==> config.mk <==
export PLATFORM = sky130hd
export DESIGN_NAME = lpht_control
export DESIGN_NICKNAME = d
export VERILOG_FILES = /design/src/design/lpht_pkg.sv /design/src/design/lpht_control.sv
export SDC_FILE = /design/constraint.sdc
export NUM_CORES = 1
export LEC_CHECK = 0
export BUFFER_PORTS_ARGS = -buffer_cell sky130_fd_sc_hd__buf_2
export CORE_AREA = 4 4 41 43
export DETAILED_ROUTE_END_ITERATION = 6
export DIE_AREA = 0 0 45 47
export SYNTH_ARGS = -nofsm -noshare
export SYNTH_HDL_FRONTEND = slang
export SYNTH_SLANG_ARGS = --single-unit
==> constraint.sdc <==
create_clock -name clock -period 2.64 [get_ports clock]
set_input_delay 0.264 -clock clock [delete_from_list [all_inputs] [get_ports clock]]
set_output_delay 0.264 -clock clock [all_outputs]
set_load 0.1 [all_outputs]
==> src/design/lpht_pkg.sv <==
package lpht_pkg;

   // operation codes
   localparam logic [2:0] FUNC_GET     = 3'd0;
   localparam logic [2:0] FUNC_PUT     = 3'd1;
   localparam logic [2:0] FUNC_REPLACE = 3'd2;
   localparam logic [2:0] FUNC_ADD     = 3'd3;
   localparam logic [2:0] FUNC_REMOVE  = 3'd4;

   // status codes
   localparam logic [1:0] STATUS_OK        = 2'd0;
   localparam logic [1:0] STATUS_FULL      = 2'd1;
   localparam logic [1:0] STATUS_ZERO_HASH = 2'd2;

   localparam int unsigned COUNT_WIDTH = 11;
   localparam logic [COUNT_WIDTH-1:0] LOAD_LIMIT_RESET = 11'd768;

   // command from controller to datapath
   typedef struct packed {
      logic capture;   // latch request word, start at home bucket
      logic clear_adv; // advance clearing pointer
      logic read;      // issue slot read at probe pointer
      logic advance;   // step probe pointer
      logic commit;    // apply write and build result
   } lpht_cmd_type;

   // status from datapath to controller
   typedef struct packed {
      logic clear_done;
      logic bad_req;   // unused code or zero hash, no probe needed
      logic hit;       // read slot matches hash
      logic empty;     // read slot unreserved
      logic last;      // probe covered every slot
   } lpht_sts_type;

endpackage

==> src/design/lpht_control.sv <==
module lpht_control
   import lpht_pkg::*;
(
   input  logic         clock,
   input  logic         reset,
   input  logic         req_valid,
   output logic         req_stall,
   input  logic         out_free,
   output logic         out_load,
   input  lpht_sts_type sts,
   output lpht_cmd_type cmd
);

   typedef enum logic [4:0] {
      ST_CLEAR = 5'b00001,
      ST_IDLE  = 5'b00010,
      ST_READ  = 5'b00100,
      ST_CHECK = 5'b01000,
      ST_DONE  = 5'b10000
   } state_type;

   state_type state_ff, state_in;

   always_comb begin
      state_in  = state_ff;
      cmd       = '0;
      req_stall = 1'b1;
      out_load  = 1'b0;
      unique case (state_ff)
         ST_CLEAR: begin
            cmd.clear_adv = 1'b1;
            if (sts.clear_done) state_in = ST_IDLE;
         end
         ST_IDLE: begin
            req_stall = 1'b0;
            if (req_valid) begin
               cmd.capture = 1'b1;
               state_in    = ST_READ;
            end
         end
         ST_READ: begin
            if (sts.bad_req) begin
               state_in = ST_DONE;
            end else begin
               cmd.read = 1'b1;
               state_in = ST_CHECK;
            end
         end
         ST_CHECK: begin
            if (sts.hit || sts.empty || sts.last) begin
               state_in = ST_DONE;
            end else begin
               cmd.advance = 1'b1;
               cmd.read    = 1'b1;
            end
         end
         ST_DONE: begin
            // hold until the output register is free
            if (out_free) begin
               cmd.commit = 1'b1;
               out_load   = 1'b1;
               state_in   = ST_IDLE;
            end
         end
         default: state_in = ST_IDLE;
      endcase
   end

   always_ff @(posedge clock) begin
      if (reset) state_ff <= ST_CLEAR;
      else       state_ff <= state_in;
   end

endmodule

==> flow_summary.yaml <==
power_and_ir_drop:
  leakagePower_nw: 0.213
  power.total_uw: 258
  peakVddDrop_mv: 0.251
  p_per_area_nw_per_um2: 571
finish:
  final_common_cell: "buf_2"
  regMostFlops: "state_ff"
  syn_to_final_growth_pct: 38.3
  layout_common_cells: "buf_2 (15), dfxtp_1 (5), nand3b_1 (3), inv_1 (3), clkbuf_4 (3)"
  seqCellArea_um2: 100
  largest_reg_flops: 5
  diodes: 0
  nets: 64
  drive_above_1_share: 0.519
  fin_cells: 69
  multi_input_area_um2: 220
  fillCellCount: 150
  reg_top3: "state_ff (5)"
  finish.utilization: 0.347
job:
  max-cap-violations: 0
clock_network:
  clk_latency_ns: 0.23
  cts_setup_buffers: 0
  cts_hold_buffers: 0
  cts_buffer_depth: 2
  htree_levels: 1
  cts_resized: 0
  root_buffer: "clkbuf_4"
  cts.clk_slew.worst_paths_ns: 0.04
  numClockSinks: 5
  cts_made_buffers: 3
  cts_tree: "built"
timing:
  worst_slew_pin_slew_ns: 0.488
  rsz0062_at_grt: "no"
  period_share: 0.892
  clock.fmax_mhz: 424
  final.setup_skew_ns: 0.000603
  maxSlewHeadroom: 0.677
  min_period_ns: 2.36
  setup_viol: 0
  slew_viol_final: 0
  final-hold-violation-count: 0
worst_setup_path:
  worstRegToRegCells: 4
  crit_type: "register to primary output"
  start_kind: "register"
  r2r_setup_slack_ns: 0.93
  cp_data_arrival_time_ns: 2.09
  critPathCaptureType: "primary output"
  reg2reg_to: "state_ff[1]$_SDFFE_PP0P_"
  cp_max_fo: 8
  timing.rr.start: "state_ff[4]$_SDFFE_PP0P_"
  required_ns: 2.38
die:
  fp.dieW_um: 45
  die-area_um2: 2120
  fp-row-count: 13
  io_pins: 16
  die_h_um: 47
  initial_core_util: 0.251
  core_um2: 1300
synthesis:
  synth.top_cell.area_share: 0.307
  syn_area_um2: 327
  synth_seq_area_share: 0.307
  ys_seq_elements: 5
  ys_top_cells_by_area: "dfxtp_1 (31%), nand3b_1 (6.9%), or4b_1 (6.1%)"
  synth_top_area_cell: "dfxtp_1"
  synthDistinctLibCells: 24
  synth_fp_nets: 45
  avgSynthCellArea_um2: 9.07
  synth_warnings: 0
  syn_inst: 36
drt:
  ant_nets: 0
  wl_per_cell_um: 11.4
  first_pass_iters: 3
  via_per_inst: 4.71
  drcViolationCount: 0
  totalWireLength_um: 784
  drt-initial-drc-count: 2
  vias: 325
placed_design:
  gp_congestion: 0.702
  hpwl_um: 660
  port-buffer-count: 15
  place_inst: 65
global_routing:
  grt_antenna_before_repair: 0
  grt_pass1_wl_mm: 1.26
  grt.overflow.total: 0
  grt_pass1_vias: 303
  grt_max_degree: 9
  grtUsageTotal: 0.0837
min_path:
  hold_end: "state_ff[2]$_SDFFE_PP0P_"
  hold_class: "input pin to register"
  hp-start: "reset"
  min_path_cells: 2
run_status:
  status: "completed"
[final cells by class]
class / instances / area share
Multi-Input combinational cell: 27 / 0.488
Sequential cell: 5 / 0.222
Timing Repair Buffer: 15 / 0.166
Clock buffer: 4 / 0.0582
Tap cell: 15 / 0.0416
Inverter: 3 / 0.0249
[metal layers]
| metal | global-route usage | up-vias | wire length (µm) |
|---|---|---|---|
| li1 | - | 173 | - |
| met1 | 0.107 | 141 | 348 |
| met2 | 0.119 | 9 | 367 |
| met3 | 0.0192 | 2 | 60 |
| met4 | 0.0702 | 0 | 8 |
| met5 | 0 | - | 0 |
[cells by family (layout without fill, tap and decap cells)]
| family | count (synthesis) | in the layout | synth area share |
|---|---|---|---|
| xor gates and xnor gates | 1 | 1 | 0.0268 |
| buffers and inverters | 4 | 22 | 0.0575 |
| AOI/OAI and AO/OA | 7 | 7 | 0.211 |
| DFF | 5 | 5 | 0.307 |
| and+or+nand+nor | 19 | 19 | 0.399 |
[critical path: stages, from the launching register on]
cell,delay (ns)
dfxtp_1,0.37
or4b_1,0.51
or4_4,0.45
o21ai_2,0.09
buf_2,0.44
[per-stage QoR]
stage | instance area, µm² | setup WS, ns | setup TNS [ns] | hold WS, ns
after floorplan | 339 | -0.0550 | -0.0550 | 0.343
after global placement | 425 | 0.548 | 0 | 0.497
after detailed placement | 425 | 0.531 | 0 | 0.497
after CTS | 452 | 0.274 | 0 | 0.248
after global routing | 452 | 0.217 | 0 | 0.255
final | 452 | 0.284 | 0 | 0.255
[worst max-delay path by stage]
stage	cells past startpoint	from	to	slack, ns
after floorplan	3	state_ff[3]$_SDFFE_PP0P_	cmd[4]	-0.06
after global placement	4	state_ff[4]$_SDFFE_PP0P_	cmd[2]	0.55
after detailed placement	4	state_ff[4]$_SDFFE_PP0P_	cmd[2]	0.53
after CTS	4	state_ff[4]$_SDFFE_PP0P_	cmd[2]	0.27
after global routing	4	state_ff[4]$_SDFFE_PP0P_	cmd[2]	0.22
final	4	state_ff[4]$_SDFFE_PP0P_	cmd[2]	0.28
[cells in the mapped netlist]
library cell,n
or4b_1,2
nor2_1,2
nand2_1,1
a21oi_1,1
nor3_1,3
o2111ai_2,1
or2_1,1
inv_1,3
dfxtp_1,5
a31o_2,1
o21ai_0,1
nor4_1,1
nand4b_1,1
o21ai_2,1
xor2_1,1
a211o_2,1
or4_4,1
or4_2,1
buf_4,1
and3_2,1
nand3b_1,3
nand2b_1,1
o32ai_2,1
and2_1,1
[power breakdown]
part	total (mW)	internal, mW	switching [mW]
registers	0.0887	0.0810	0.00773
clock network	0.0828	0.0568	0.0260
logic	0.0867	0.0239	0.0628
No activity file was read; power rests on OpenSTA's default activity.
